--- config.mk ---
export PLATFORM = sky130hd
export DESIGN_NAME = hsl_to_rgb_converter
export DESIGN_NICKNAME = d
export VERILOG_FILES = /design/src/sv/hsl_pkg.sv /design/src/sv/hsl_chroma.sv /design/src/sv/hsl_hue_mix.sv /design/src/sv/hsl_assemble.sv /design/src/sv/hsl_to_rgb_converter.sv
export SDC_FILE = /design/constraint.sdc
export NUM_CORES = 2
export LEC_CHECK = 0
export ABC_CLOCK_PERIOD_IN_PS = 14850
export BUFFER_PORTS_ARGS = -buffer_cell sky130_fd_sc_hd__buf_4
export CAP_MARGIN = 20
export CELL_PAD_IN_SITES_DETAIL_PLACEMENT = 1
export CELL_PAD_IN_SITES_GLOBAL_PLACEMENT = 1
export CORE_MARGIN = 8
export CORE_UTILIZATION = 45
export CTS_CLUSTER_DIAMETER = 60
export DETAILED_ROUTE_END_ITERATION = 10
export PLACE_DENSITY = 0.75
export SYNTH_ARGS = -nofsm -noshare
export SYNTH_HDL_FRONTEND = slang
export SYNTH_SLANG_ARGS = --single-unit
--- constraint.sdc ---
create_clock -name clk -period 14.85 [get_ports clk]
set_input_delay 0 -clock clk [delete_from_list [all_inputs] [get_ports clk]]
set_output_delay 0 -clock clk [all_outputs]
set_load 0.01 [all_outputs]
--- src/sv/hsl_pkg.sv ---
// ----------------------------------------------------------------------------
// hsl_pkg
// Shared widths, constants, types and helpers for the HSL to RGB converter.
// ----------------------------------------------------------------------------
`default_nettype none

package hsl_pkg;

	// Channel width; saturation, lightness and channels use 2^CHANNEL_BITS - 1 as one
	localparam int CHANNEL_BITS = 16;
	localparam int CH_W         = CHANNEL_BITS;

	// Port field widths
	localparam int FIELD_W = 16;
	localparam int HUE_W   = 16;

	// Hue geometry, degrees * 64
	localparam logic [HUE_W-1:0] HUE_SECTOR = 16'd3840;
	localparam logic [HUE_W-1:0] HUE_TURN   = 16'd23040;

	// Position within a sector pair folded to 0..3840
	localparam int W_W = 12;

	// x = (c*w + 1920) / 3840 = ((c*w + 1920) >> 8) / 15
	localparam int X_BIAS    = 1920;
	localparam int X_SHIFT   = 8;
	localparam int X_DIV_W   = 4;
	localparam int X_DIV     = (1 << X_DIV_W) - 1;
	localparam int CW_W      = CH_W + W_W;
	localparam int Z_W       = CH_W + X_DIV_W;
	localparam int RX_W      = X_DIV_W + 1;
	localparam longint RECIP = (longint'(1) << Z_W) / X_DIV;

	localparam logic [CH_W-1:0] FULL       = {CH_W{1'b1}};
	localparam logic [CH_W:0]   RECIP_V    = (CH_W+1)'(RECIP);
	localparam logic [CW_W:0]   X_BIAS_V   = (CW_W+1)'(X_BIAS);
	localparam logic [RX_W-1:0] X_DIV_V    = RX_W'(X_DIV);

	// Input beat to result beat, in cycles
	localparam int LATENCY = 13;

	typedef enum logic [2:0] {
		SEC_RED_YELLOW   = 3'd0,
		SEC_YELLOW_GREEN = 3'd1,
		SEC_GREEN_CYAN   = 3'd2,
		SEC_CYAN_BLUE    = 3'd3,
		SEC_BLUE_MAGENTA = 3'd4,
		SEC_MAGENTA_RED  = 3'd5
	} hsl_sector_t;

	// Per-beat side data that rides along the pipeline
	typedef struct packed {
		logic        ok;
		hsl_sector_t sector;
		logic [CH_W:0] two_l;
	} hsl_meta_t;

	function automatic logic [CH_W-1:0] clamp_frac(input logic [FIELD_W-1:0] v);
		logic [31:0] v_ext;
		v_ext = 32'(v);
		if (v_ext > 32'(FULL)) begin
			return FULL;
		end
		return CH_W'(v);
	endfunction

	function automatic logic [CH_W-1:0] sat_chan(input logic [CH_W+2:0] v);
		if (v > (CH_W+3)'(FULL)) begin
			return FULL;
		end
		return v[CH_W-1:0];
	endfunction

	function automatic logic [FIELD_W-1:0] to_field(input logic [CH_W-1:0] v);
		return FIELD_W'(v);
	endfunction

endpackage

`default_nettype wire

--- src/sv/hsl_chroma.sv ---
// ----------------------------------------------------------------------------
// hsl_chroma
// Stages 1-6: input clamp, hue sector and fold, chroma c = round(t*s / FULL).
// ----------------------------------------------------------------------------
`default_nettype none

module hsl_chroma (
	input  wire logic                                clk,
	input  wire logic                                arst_n,
	input  wire logic                                vld_i,
	input  wire logic [hsl_pkg::HUE_W-1:0]           hue,
	input  wire logic [hsl_pkg::FIELD_W-1:0]         saturation,
	input  wire logic [hsl_pkg::FIELD_W-1:0]         lightness,
	output logic                                     vld_o,
	output hsl_pkg::hsl_meta_t                       meta_o,
	output logic [hsl_pkg::CH_W-1:0]                 c_o,
	output logic [hsl_pkg::W_W-1:0]                  w_o
);

	localparam int CW  = hsl_pkg::CH_W;
	localparam int PW  = 2 * CW;
	localparam int RW  = 2 * CW + 2;

	// stage 1
	logic [CW:0]               two_l;
	logic [CW:0]               full_x;
	logic [CW:0]               l_dev;
	logic [CW-1:0]             sat_c;
	hsl_pkg::hsl_sector_t      sector;
	logic                      vld_s1;
	hsl_pkg::hsl_meta_t        meta_s1;
	logic [hsl_pkg::HUE_W-1:0] hue_s1;
	logic [CW-1:0]             sat_s1;
	logic [CW-1:0]             t_s1;

	// stage 2
	logic [hsl_pkg::HUE_W-1:0] lo_b;
	logic [hsl_pkg::HUE_W-1:0] hi_b;
	logic [hsl_pkg::HUE_W-1:0] w_full;
	logic                      vld_s2;
	hsl_pkg::hsl_meta_t        meta_s2;
	logic [PW-1:0]             p_s2;
	logic [hsl_pkg::W_W-1:0]   w_s2;

	// stages 3-6
	logic [PW:0]               qsum;
	logic [RW-1:0]             r_full;
	logic [CW:0]               c_full;
	logic                      vld_s3, vld_s4, vld_s5, vld_s6;
	hsl_pkg::hsl_meta_t        meta_s3, meta_s4, meta_s5, meta_s6;
	logic [hsl_pkg::W_W-1:0]   w_s3, w_s4, w_s5, w_s6;
	logic [PW-1:0]             y_s3, y_s4;
	logic [CW:0]               q1_s4, q1_s5;
	logic [CW:0]               r_s5;
	logic [CW-1:0]             c_s6;

	always_comb begin
		two_l  = {hsl_pkg::clamp_frac(lightness), 1'b0};
		sat_c  = hsl_pkg::clamp_frac(saturation);
		full_x = {1'b0, hsl_pkg::FULL};
		l_dev  = (two_l >= full_x) ? (two_l - full_x) : (full_x - two_l);
		priority if (hue < hsl_pkg::HUE_SECTOR) begin
			sector = hsl_pkg::SEC_RED_YELLOW;
		end else if (hue < 16'd7680) begin
			sector = hsl_pkg::SEC_YELLOW_GREEN;
		end else if (hue < 16'd11520) begin
			sector = hsl_pkg::SEC_GREEN_CYAN;
		end else if (hue < 16'd15360) begin
			sector = hsl_pkg::SEC_CYAN_BLUE;
		end else if (hue < 16'd19200) begin
			sector = hsl_pkg::SEC_BLUE_MAGENTA;
		end else if (hue < hsl_pkg::HUE_TURN) begin
			sector = hsl_pkg::SEC_MAGENTA_RED;
		end else begin
			sector = hsl_pkg::SEC_RED_YELLOW;
		end
	end

	// fold hue into 0..3840: rising edge in even sectors, falling in odd
	always_comb begin
		lo_b   = hsl_pkg::HUE_W'(meta_s1.sector) * hsl_pkg::HUE_SECTOR;
		hi_b   = lo_b + hsl_pkg::HUE_SECTOR;
		w_full = meta_s1.sector[0] ? (hi_b - hue_s1) : (hue_s1 - lo_b);
	end

	// y / FULL: estimate (y + y>>CW) >> CW is low by at most one
	always_comb begin
		qsum   = {1'b0, y_s3} + (PW+1)'(y_s3 >> CW);
		r_full = RW'(y_s4) - RW'({q1_s4, {CW{1'b0}}}) + RW'(q1_s4);
		c_full = (r_s5 >= {1'b0, hsl_pkg::FULL}) ? (q1_s5 + 1'b1) : q1_s5;
	end

	always_ff @(posedge clk or negedge arst_n) begin
		if (!arst_n) begin
			vld_s1 <= 1'b0;
			vld_s2 <= 1'b0;
			vld_s3 <= 1'b0;
			vld_s4 <= 1'b0;
			vld_s5 <= 1'b0;
			vld_s6 <= 1'b0;
		end else begin
			vld_s1 <= vld_i;
			vld_s2 <= vld_s1;
			vld_s3 <= vld_s2;
			vld_s4 <= vld_s3;
			vld_s5 <= vld_s4;
			vld_s6 <= vld_s5;
		end
	end

	always_ff @(posedge clk) begin
		meta_s1.ok     <= (hue < hsl_pkg::HUE_TURN);
		meta_s1.sector <= sector;
		meta_s1.two_l  <= two_l;
		hue_s1         <= hue;
		sat_s1         <= sat_c;
		t_s1           <= hsl_pkg::FULL - l_dev[CW-1:0];

		meta_s2 <= meta_s1;
		p_s2    <= PW'(t_s1) * PW'(sat_s1);
		w_s2    <= w_full[hsl_pkg::W_W-1:0];

		meta_s3 <= meta_s2;
		w_s3    <= w_s2;
		y_s3    <= p_s2 + PW'(hsl_pkg::FULL >> 1);

		meta_s4 <= meta_s3;
		w_s4    <= w_s3;
		y_s4    <= y_s3;
		q1_s4   <= qsum[PW:CW];

		meta_s5 <= meta_s4;
		w_s5    <= w_s4;
		q1_s5   <= q1_s4;
		r_s5    <= r_full[CW:0];

		meta_s6 <= meta_s5;
		w_s6    <= w_s5;
		c_s6    <= c_full[CW-1:0];
	end

	assign vld_o  = vld_s6;
	assign meta_o = meta_s6;
	assign c_o    = c_s6;
	assign w_o    = w_s6;

endmodule

`default_nettype wire

--- src/sv/hsl_hue_mix.sv ---
// ----------------------------------------------------------------------------
// hsl_hue_mix
// Stages 7-11: secondary component x = round(c*w / 3840).
// ----------------------------------------------------------------------------
`default_nettype none

module hsl_hue_mix (
	input  wire logic                        clk,
	input  wire logic                        arst_n,
	input  wire logic                        vld_i,
	input  wire hsl_pkg::hsl_meta_t          meta_i,
	input  wire logic [hsl_pkg::CH_W-1:0]    c_i,
	input  wire logic [hsl_pkg::W_W-1:0]     w_i,
	output logic                             vld_o,
	output hsl_pkg::hsl_meta_t               meta_o,
	output logic [hsl_pkg::CH_W-1:0]         c_o,
	output logic [hsl_pkg::CH_W-1:0]         x_o
);

	localparam int CW  = hsl_pkg::CH_W;
	localparam int CWW = hsl_pkg::CW_W;
	localparam int ZW  = hsl_pkg::Z_W;
	localparam int KW  = ZW + CW + 1;
	localparam int RXW = hsl_pkg::RX_W;

	logic [CWW:0]             zsum;
	logic [CW:0]              q1x;
	logic [ZW:0]              rx_full;
	logic [CW:0]              x_full;

	logic                     vld_s7, vld_s8, vld_s9, vld_s10, vld_s11;
	hsl_pkg::hsl_meta_t       meta_s7, meta_s8, meta_s9, meta_s10, meta_s11;
	logic [CW-1:0]            c_s7, c_s8, c_s9, c_s10, c_s11;
	logic [CWW-1:0]           cw_s7;
	logic [ZW-1:0]            z_s8, z_s9;
	logic [KW-1:0]            zk_s9;
	logic [CW:0]              q1x_s10;
	logic [RXW-1:0]           rx_s10;
	logic [CW-1:0]            x_s11;

	// z / 15 via reciprocal; estimate is exact or one low
	always_comb begin
		zsum    = {1'b0, cw_s7} + hsl_pkg::X_BIAS_V;
		q1x     = zk_s9[ZW +: CW+1];
		rx_full = (ZW+1)'(z_s9) - ((ZW+1)'(q1x) << hsl_pkg::X_DIV_W) + (ZW+1)'(q1x);
		x_full  = (rx_s10 >= hsl_pkg::X_DIV_V) ? (q1x_s10 + 1'b1) : q1x_s10;
	end

	always_ff @(posedge clk or negedge arst_n) begin
		if (!arst_n) begin
			vld_s7  <= 1'b0;
			vld_s8  <= 1'b0;
			vld_s9  <= 1'b0;
			vld_s10 <= 1'b0;
			vld_s11 <= 1'b0;
		end else begin
			vld_s7  <= vld_i;
			vld_s8  <= vld_s7;
			vld_s9  <= vld_s8;
			vld_s10 <= vld_s9;
			vld_s11 <= vld_s10;
		end
	end

	always_ff @(posedge clk) begin
		meta_s7 <= meta_i;
		c_s7    <= c_i;
		cw_s7   <= CWW'(c_i) * CWW'(w_i);

		meta_s8 <= meta_s7;
		c_s8    <= c_s7;
		z_s8    <= zsum[hsl_pkg::X_SHIFT +: ZW];

		meta_s9 <= meta_s8;
		c_s9    <= c_s8;
		z_s9    <= z_s8;
		zk_s9   <= KW'(z_s8) * KW'(hsl_pkg::RECIP_V);

		meta_s10 <= meta_s9;
		c_s10    <= c_s9;
		q1x_s10  <= q1x;
		rx_s10   <= rx_full[RXW-1:0];

		meta_s11 <= meta_s10;
		c_s11    <= c_s10;
		x_s11    <= x_full[CW-1:0];
	end

	assign vld_o  = vld_s11;
	assign meta_o = meta_s11;
	assign c_o    = c_s11;
	assign x_o    = x_s11;

endmodule

`default_nettype wire

--- src/sv/hsl_assemble.sv ---
// ----------------------------------------------------------------------------
// hsl_assemble
// Stages 12-13: m, c+m, x+m with clamp, sector ordering, result register.
// ----------------------------------------------------------------------------
`default_nettype none

module hsl_assemble (
	input  wire logic                          clk,
	input  wire logic                          arst_n,
	input  wire logic                          vld_i,
	input  wire hsl_pkg::hsl_meta_t            meta_i,
	input  wire logic [hsl_pkg::CH_W-1:0]      c_i,
	input  wire logic [hsl_pkg::CH_W-1:0]      x_i,
	output logic                               done,
	output logic                               valid_res,
	output logic [hsl_pkg::FIELD_W-1:0]        red,
	output logic [hsl_pkg::FIELD_W-1:0]        green,
	output logic [hsl_pkg::FIELD_W-1:0]        blue
);

	localparam int CW = hsl_pkg::CH_W;
	localparam int SW = CW + 3;

	logic [CW:0]                 base;
	logic [SW-1:0]               lo_sum, chi_sum, xm_sum;
	logic [CW-1:0]               r_n, g_n, b_n;

	logic                        vld_s12, vld_s13;
	logic                        ok_s12;
	hsl_pkg::hsl_sector_t        sector_s12;
	logic [CW-1:0]               lo_s12, chi_s12, xm_s12;
	logic                        ok_s13;
	logic [hsl_pkg::FIELD_W-1:0] red_s13, green_s13, blue_s13;

	always_comb begin
		base    = (meta_i.two_l >= {1'b0, c_i}) ? (meta_i.two_l - {1'b0, c_i}) : '0;
		lo_sum  = (SW'(base) + SW'(1)) >> 1;
		chi_sum = (SW'(meta_i.two_l) + SW'(c_i) + SW'(1)) >> 1;
		xm_sum  = (SW'(base) + (SW'(x_i) << 1) + SW'(1)) >> 1;
	end

	always_comb begin
		unique case (sector_s12)
			hsl_pkg::SEC_RED_YELLOW: begin
				r_n = chi_s12; g_n = xm_s12;  b_n = lo_s12;
			end
			hsl_pkg::SEC_YELLOW_GREEN: begin
				r_n = xm_s12;  g_n = chi_s12; b_n = lo_s12;
			end
			hsl_pkg::SEC_GREEN_CYAN: begin
				r_n = lo_s12;  g_n = chi_s12; b_n = xm_s12;
			end
			hsl_pkg::SEC_CYAN_BLUE: begin
				r_n = lo_s12;  g_n = xm_s12;  b_n = chi_s12;
			end
			hsl_pkg::SEC_BLUE_MAGENTA: begin
				r_n = xm_s12;  g_n = lo_s12;  b_n = chi_s12;
			end
			hsl_pkg::SEC_MAGENTA_RED: begin
				r_n = chi_s12; g_n = lo_s12;  b_n = xm_s12;
			end
			default: begin
				r_n = '0;      g_n = '0;      b_n = '0;
			end
		endcase
	end

	always_ff @(posedge clk or negedge arst_n) begin
		if (!arst_n) begin
			vld_s12 <= 1'b0;
			vld_s13 <= 1'b0;
		end else begin
			vld_s12 <= vld_i;
			vld_s13 <= vld_s12;
		end
	end

	always_ff @(posedge clk) begin
		ok_s12     <= meta_i.ok;
		sector_s12 <= meta_i.sector;
		lo_s12     <= hsl_pkg::sat_chan(lo_sum);
		chi_s12    <= hsl_pkg::sat_chan(chi_sum);
		xm_s12     <= hsl_pkg::sat_chan(xm_sum);

		// out-of-range hue reports all channels as zero
		ok_s13    <= ok_s12;
		red_s13   <= ok_s12 ? hsl_pkg::to_field(r_n) : '0;
		green_s13 <= ok_s12 ? hsl_pkg::to_field(g_n) : '0;
		blue_s13  <= ok_s12 ? hsl_pkg::to_field(b_n) : '0;
	end

	assign done      = vld_s13;
	assign valid_res = ok_s13;
	assign red       = red_s13;
	assign green     = green_s13;
	assign blue      = blue_s13;

endmodule

`default_nettype wire

--- src/sv/hsl_to_rgb_converter.sv ---
// ----------------------------------------------------------------------------
// hsl_to_rgb_converter
// HSL pixel to RGB, fully pipelined, one pixel per clock.
// ----------------------------------------------------------------------------
//  channel  | handshake            | payload
//  ---------+----------------------+-----------------------------------
//  pixel in | start, busy (beat at | hue, saturation, lightness
//           | start & !busy)       |
//  result   | done (one cycle)     | valid_res, red, green, blue
//
//  An accepted beat reaches its done strobe through the 13-stage register
//  pipeline; one beat is taken every cycle.
//  busy is held low: the pipeline always advances and results are never held.
//  arst_n clears the valid bits of every stage; no beat is in flight after it.
// ----------------------------------------------------------------------------
`default_nettype none

module hsl_to_rgb_converter (
	input  wire logic                          clk,
	input  wire logic                          arst_n,
	input  wire logic                          start,
	output logic                               busy,
	input  wire logic [hsl_pkg::HUE_W-1:0]     hue,
	input  wire logic [hsl_pkg::FIELD_W-1:0]   saturation,
	input  wire logic [hsl_pkg::FIELD_W-1:0]   lightness,
	output logic                               done,
	output logic                               valid_res,
	output logic [hsl_pkg::FIELD_W-1:0]        red,
	output logic [hsl_pkg::FIELD_W-1:0]        green,
	output logic [hsl_pkg::FIELD_W-1:0]        blue
);

	logic                          chr_vld;
	hsl_pkg::hsl_meta_t            chr_meta;
	logic [hsl_pkg::CH_W-1:0]      chr_c;
	logic [hsl_pkg::W_W-1:0]       chr_w;

	logic                          mix_vld;
	hsl_pkg::hsl_meta_t            mix_meta;
	logic [hsl_pkg::CH_W-1:0]      mix_c;
	logic [hsl_pkg::CH_W-1:0]      mix_x;

	assign busy = 1'b0;

	hsl_chroma u_chroma (
		.clk        (clk),
		.arst_n     (arst_n),
		.vld_i      (start),
		.hue        (hue),
		.saturation (saturation),
		.lightness  (lightness),
		.vld_o      (chr_vld),
		.meta_o     (chr_meta),
		.c_o        (chr_c),
		.w_o        (chr_w)
	);

	hsl_hue_mix u_hue_mix (
		.clk    (clk),
		.arst_n (arst_n),
		.vld_i  (chr_vld),
		.meta_i (chr_meta),
		.c_i    (chr_c),
		.w_i    (chr_w),
		.vld_o  (mix_vld),
		.meta_o (mix_meta),
		.c_o    (mix_c),
		.x_o    (mix_x)
	);

	hsl_assemble u_assemble (
		.clk       (clk),
		.arst_n    (arst_n),
		.vld_i     (mix_vld),
		.meta_i    (mix_meta),
		.c_i       (mix_c),
		.x_i       (mix_x),
		.done      (done),
		.valid_res (valid_res),
		.red       (red),
		.green     (green),
		.blue      (blue)
	);

endmodule

`default_nettype wire

# == After elaboration in Yosys (flattened, before gate mapping) ==
# Index checks and enable logic that the tools add are counted.
# W data, S select, Z words.
# totals
reg_bits,791
inputBits,51
output_inout_bits,51
elab_cells,161
# classes
n_addsub,21
multipliers,4
order_cmp,13
eq_ne,5
n_mux,22
reduce_logical,12
# op_table
op,n
$mux W16,9
$pmux W16 S3,3
$gt A18 B16 Y1 const B,3
$add A19 B1 Y19 const B,2
$mul A20 B17 Y36 const B,1
$ge A17 B16 Y1 const B,2
$add A32 B16 Y33,1
$add A16 B1 Y16 const B,2
$add A32 B15 Y32 const B,1
$lt A16 B14 Y1 const B,2
$lt A16 B15 Y1 const B,2
$mul A16 B16 Y32,1
$sub A16 B16 Y16 const A,2
$add A28 B11 Y28 const B,1
$mul A16 B12 Y28,1
$sub A12 B12 Y12,2
$reduce_or A2 Y1,10
$add A17 B1 Y18 const B,1
$add A17 B16 Y18,1
$add A17 B17 Y18,1
$add A17 B17 Y17,1
$ge A17 B16 Y1,1
$mux W17,1
$sub A17 B16 Y17,1
18 further kinds,25

# == Logic depth before layout (Yosys ltp) ==
# depth
word_depth,7
ltp_mapped,24
mapped_depth_nobuf,23

# == Cells and area by module ==
# Synthesis repeated with hierarchy kept, for this count alone.
# hier_totals
cells_unflattened,4118
hier_area_um2,41177.0
# by_module_without_submodules
mod,n_inst,cells_each,area_each_um2,seq_area_each_um2
hsl_chroma,1,1819,18969.4,7497.2
hsl_hue_mix,1,1463,15444.8,5810.6
hsl_assemble,1,834,6751.5,2072.0
hsl_to_rgb_converter,1,2,11.3,0.0

# == Least setup slack after synthesis ==
# Ideal clock, no wire load.
# synth_timing
path_type,flip-flop to flip-flop
start,reg u_chroma.sat_s1[6]
end,reg u_chroma.p_s2[30]
setup_ns,0.118
arrival_time_ns,5.760
required_time_ns,14.732
slack_ns,8.971
stages_incl_launch_ff,22
n_path_buf,1
period_less_slack_ns,5.879
path_cell_list,dfxtp_1 clkbuf_1 nand2_1 fa_1 inv_1 fa_1 inv_1 fa_1 fa_1 inv_1 fa_1 fa_1 ha_1 a21oi_1 o21ai_0 a41oi_1 o311ai_0 a31oi_1 o31ai_1 a21oi_1 a21oi_1 xnor2_1
# synth_via
elab_chain_len,1
# synth_lines
element,line_no,text
start: declaration,hsl_chroma.sv:33,logic [CW-1:0] sat_s1;
start signal: assignment,hsl_chroma.sv:116,sat_s1 <= sat_c;
$mul A16 B16 Y32,hsl_chroma.sv:120,p_s2 <= PW'(t_s1) * PW'(sat_s1);
end signal: assignment,hsl_chroma.sv:120,
end: declaration,hsl_chroma.sv:42,logic [PW-1:0] p_s2;
# Every way passes these cells.
# A chain may end at the register's enable or synchronous reset.

# == Worst setup path in the final report ==
# layout_timing
start,reg u_chroma.t_s1[12]
end,reg u_chroma.p_s2[30]
# layout_via
elab_chain_len,1
# layout_lines
element,line_no,text
start: declaration,hsl_chroma.sv:34,logic [CW-1:0] t_s1;
start signal: assignment,hsl_chroma.sv:117,t_s1 <= hsl_pkg::FULL - l_dev[CW-1:0];
$mul A16 B16 Y32,hsl_chroma.sv:120,
# Every way passes these cells.

==> reports/metrics.sh <==
SYNTHESIS.NETS=4833
DETAILEDROUTE.FIRSTPASSITERATIONCOUNT=5
MAX_CAP_VIOL_COUNT=0
REPORT.FINAL.HOLD_VIOL_COUNT=0
FINALCRITICALPERIOD_PS=6660
END_KIND='register'
FIN_WORST_SKEW_PS=27.4
FINALNETCOUNT=5015
TIGHTESTPINTRANSITION_PS=1020
CTS_NUM_SINKS=760
DIE_WIDTH_UM=317
POST-SYNTH-TOP-COUNT-CELL='sky130_fd_sc_hd__dfxtp_1'
SYNTH-MAIN-FF-CELL='sky130_fd_sc_hd__dfxtp_1'
CTSLONGESTPATHBUFFERS=3
TIMING.FINAL.MAX_SLEW_VIOLATIONS=0
ROUTED_VIAS=27900
ROUTE.ANTENNA.REMAINING_NETS=0
DRC=0
ROUTABILITYCONGESTION=0.853
NUMBER_OF_ANTENNA_VIOLATIONS_AT_THE_FIRST_CHECK_IN_GLOBAL_ROUTING=1
ASYNC_SET_OR_RESET_REGISTER_RATIO_AFTER_SYNTHESIS=0.0171
DIEHEIGHT_UM=317
YOSYSWARNINGCOUNT=0
NETLIST_TOP_CELLS_AREA='sky130_fd_sc_hd__dfxtp_1 37%, sky130_fd_sc_hd__fa_1 17%, sky130_fd_sc_hd__ha_1 12%, sky130_fd_sc_hd__inv_1 5.3%, sky130_fd_sc_hd__nand2_1 4.3%'
GRT_FIRST_PASS_WIRELENGTH_UM=164000
CLOCK_INSERTION_DELAY_WORST_SKEW_PS=650
TRITONCTS='built'
RSZ_0062_RAISED_AFTER_GLOBAL_ROUTING='false'
WORST_SLEW_MARGIN_REL=0.322
POST_CTS.RESIZED_INSTANCES=0
INITIALDRTVIOLATIONCOUNT=1171
GRT_PASS1_VIAS=31200
INITIAL_CORE_UTIL=0.453
HTREEDEPTH=3
PORTBUFFERS=100
WIRELENGTH_UM=99700
CTS_ROOT_CELL='sky130_fd_sc_hd__clkbuf_16'
WORST_SETUP_PATH_START_KIND='register'
NUMBER_OF_FLOPS_MAPPED_TO_ENABLE_CELLS_BY_YOSYS=0
PATH_CLK_SLEW_PS=60
CTS_BUFFERS=83
YS_FF_LATCH=760
SYNTHDOMINANTCELLAREASHARE=0.368
SYN_INST=4047
CTS_HOLD_BUF=89
DIE_AREA_MM2=0.100
AREAGROWTHSYNTHTOFINISH_PCT=14.1
AVG_CELL_AREA_SYN_UM2=10.0
OVERFLOW=0
CRITPATHKIND='register to register'
SYNTH.DISTINCT_CELLS=92
BIGGESTREGSBYFLOPS='u_chroma.p_s2 (31), u_chroma.y_s3 (31), u_hue_mix.cw_s7 (21)'
DP_HPWL_UM=74200
LAYOUT-DRIVE-GT1-SHARE=0.0685
GRT_MAX_DEGREE=49
REPORT.FINAL.SETUP_VIOL=0
WORST_EP_ARRIVAL_TIME_PS=7200
REQUIRED_PS=15380
MIN_PERIOD_OVER_PERIOD=0.449
DRT-VIAS-PER-INSTANCE=5.10
SYNTH.LARGEST_AREA_CELL='sky130_fd_sc_hd__dfxtp_1'
GLOBAL_ROUTE.USAGE.TOTAL=0.203
SHARE_OF_SYNTHESIZED_AREA_OCCUPIED_BY_FLIP_FLOPS_AND_LATCHES=0.376
MAX_FREQ_GHz=0.150
CRIT_PATH_MAX_FANOUT=16
FILLER_CELL_COUNT=9915
TIMING.HOLD.WORST.CLASS='input port to register'
SYNTHTOPCELLSBYCOUNT='747 x sky130_fd_sc_hd__dfxtp_1, 573 x sky130_fd_sc_hd__inv_1, 465 x sky130_fd_sc_hd__nand2_1, 388 x sky130_fd_sc_hd__ha_1, 347 x sky130_fd_sc_hd__fa_1'
FINAL.SETUP.TNS_PS=0
PLACEABLE_CORE_REGION_MM2=0.0897
POSTCTSSETUPBUFFERS=0
ROWS=110
SYN_AREA_MM2=0.0406
DRT-WIRELENGTH-PER-CELL_UM=18.2
PIN_COUNT=102
OUTCOME='finished clean'
[cells in the final DEF (no fill, tap or decap), types with 57 or more instances in the layout]
master / netlist / routed
sky130_fd_sc_hd__dfxtp_1: 747 / 747
sky130_fd_sc_hd__fa_1: 347 / 347
sky130_fd_sc_hd__inv_1: 573 / 573
sky130_fd_sc_hd__buf_4: 3 / 121
sky130_fd_sc_hd__dlygate4sd3_1: 0 / 89
sky130_fd_sc_hd__xnor2_1: 172 / 171
sky130_fd_sc_hd__xor2_1: 100 / 100
sky130_fd_sc_hd__a21oi_1: 189 / 189
sky130_fd_sc_hd__nand3_1: 70 / 70
sky130_fd_sc_hd__clkbuf_16: 0 / 83
sky130_fd_sc_hd__nand2_1: 465 / 465
sky130_fd_sc_hd__and2_1: 198 / 198
sky130_fd_sc_hd__ha_1: 388 / 388
sky130_fd_sc_hd__o21ai_0: 57 / 57
sky130_fd_sc_hd__nor2_1: 159 / 159
[critical path, cell delays in order (launching register included)]
cell	delay (ps)
sky130_fd_sc_hd__dfxtp_1	840
sky130_fd_sc_hd__and2_1	250
sky130_fd_sc_hd__fa_1	420
sky130_fd_sc_hd__inv_1	80
sky130_fd_sc_hd__fa_1	440
sky130_fd_sc_hd__fa_1	520
sky130_fd_sc_hd__inv_1	50
sky130_fd_sc_hd__fa_1	470
sky130_fd_sc_hd__inv_1	50
sky130_fd_sc_hd__fa_1	510
sky130_fd_sc_hd__fa_1	540
sky130_fd_sc_hd__inv_1	40
sky130_fd_sc_hd__ha_1	380
sky130_fd_sc_hd__a21oi_1	250
sky130_fd_sc_hd__o21ai_0	130
sky130_fd_sc_hd__a41oi_1	290
sky130_fd_sc_hd__o311ai_0	210
sky130_fd_sc_hd__a31oi_1	430
sky130_fd_sc_hd__o31ai_1	130
sky130_fd_sc_hd__a21oi_1	240
sky130_fd_sc_hd__a21oi_1	110
sky130_fd_sc_hd__xnor2_1	130
[cell families after synthesis]
kind of cell / count (synthesis) / share of synthesized area
muxes: 9 / 0.00246
DFF: 760 / 0.376
xor gates and xnor gates: 272 / 0.0586
AOI/OAI and AO/OA: 461 / 0.0736
buffers and inverters: 687 / 0.0647
other: 1 / 0.0000923
and+or+nand+nor: 1121 / 0.134
adders and majority gates: 736 / 0.291
[metal layers]
metal | wire, µm | up-vias | track usage | part of all wire
met5 | 0 | - | 0 | 0
met2 | 51700 | 406 | 0.379 | 0.52
li1 | - | 13300 | - | -
met4 | 2990 | 0 | 0.0659 | 0.030
met1 | 42100 | 14000 | 0.240 | 0.42
met3 | 2940 | 198 | 0.0270 | 0.030
[metrics by stage]
stage | utilization | setup slack [ps] | std cells | hold slack (ps) | cell area, µm²
finish | 0.517 | 8190 | 5470 | 50.9 | 46400
global route | 0.517 | 7800 | 5469 | 11.1 | 46400
CTS | 0.516 | 8210 | 5468 | 1.42 | 46300
detailed placement | 0.474 | 8210 | 5230 | -139 | 42600
global placement | 0.474 | 8350 | 5230 | -153 | 42600
floorplan | - | 8970 | 4047 | -296 | 40600
[path summary, 6_finish.rpt]
check                                     from                    end  slack [ps]  cells past startpoint
max                          u_chroma.t_s1[12]      u_chroma.p_s2[30]        8190                     21
min                               lightness[0]    u_chroma.meta_s1[1]          50                      2
max reg2reg                  u_chroma.t_s1[12]      u_chroma.p_s2[30]        8190                     21
min reg2reg                u_chroma.meta_o[18]  u_hue_mix.meta_s7[18]         310                      0
max in group asynchronous               arst_n        u_chroma.vld_s4       13960                      3
min in group asynchronous               arst_n        u_hue_mix.vld_o         460                      3
[layout make-up]
class                           count  area (µm²)  area share
Multi-Input combinational cell   2600       22700       0.491
Sequential cell                   760       15300       0.330
Clock buffer                      106        2270      0.0490
Inverter                          573        2150      0.0464
Timing Repair Buffer              211        1830      0.0394
Tap cell                         1176        1470      0.0317
Clock inverter                     43         609      0.0131
Antenna cell                        1        2.50   0.0000540
Power is left out: the tool's default activity adds up to more than one toggle a clock period on the data nets, which glitch-free logic cannot reach.
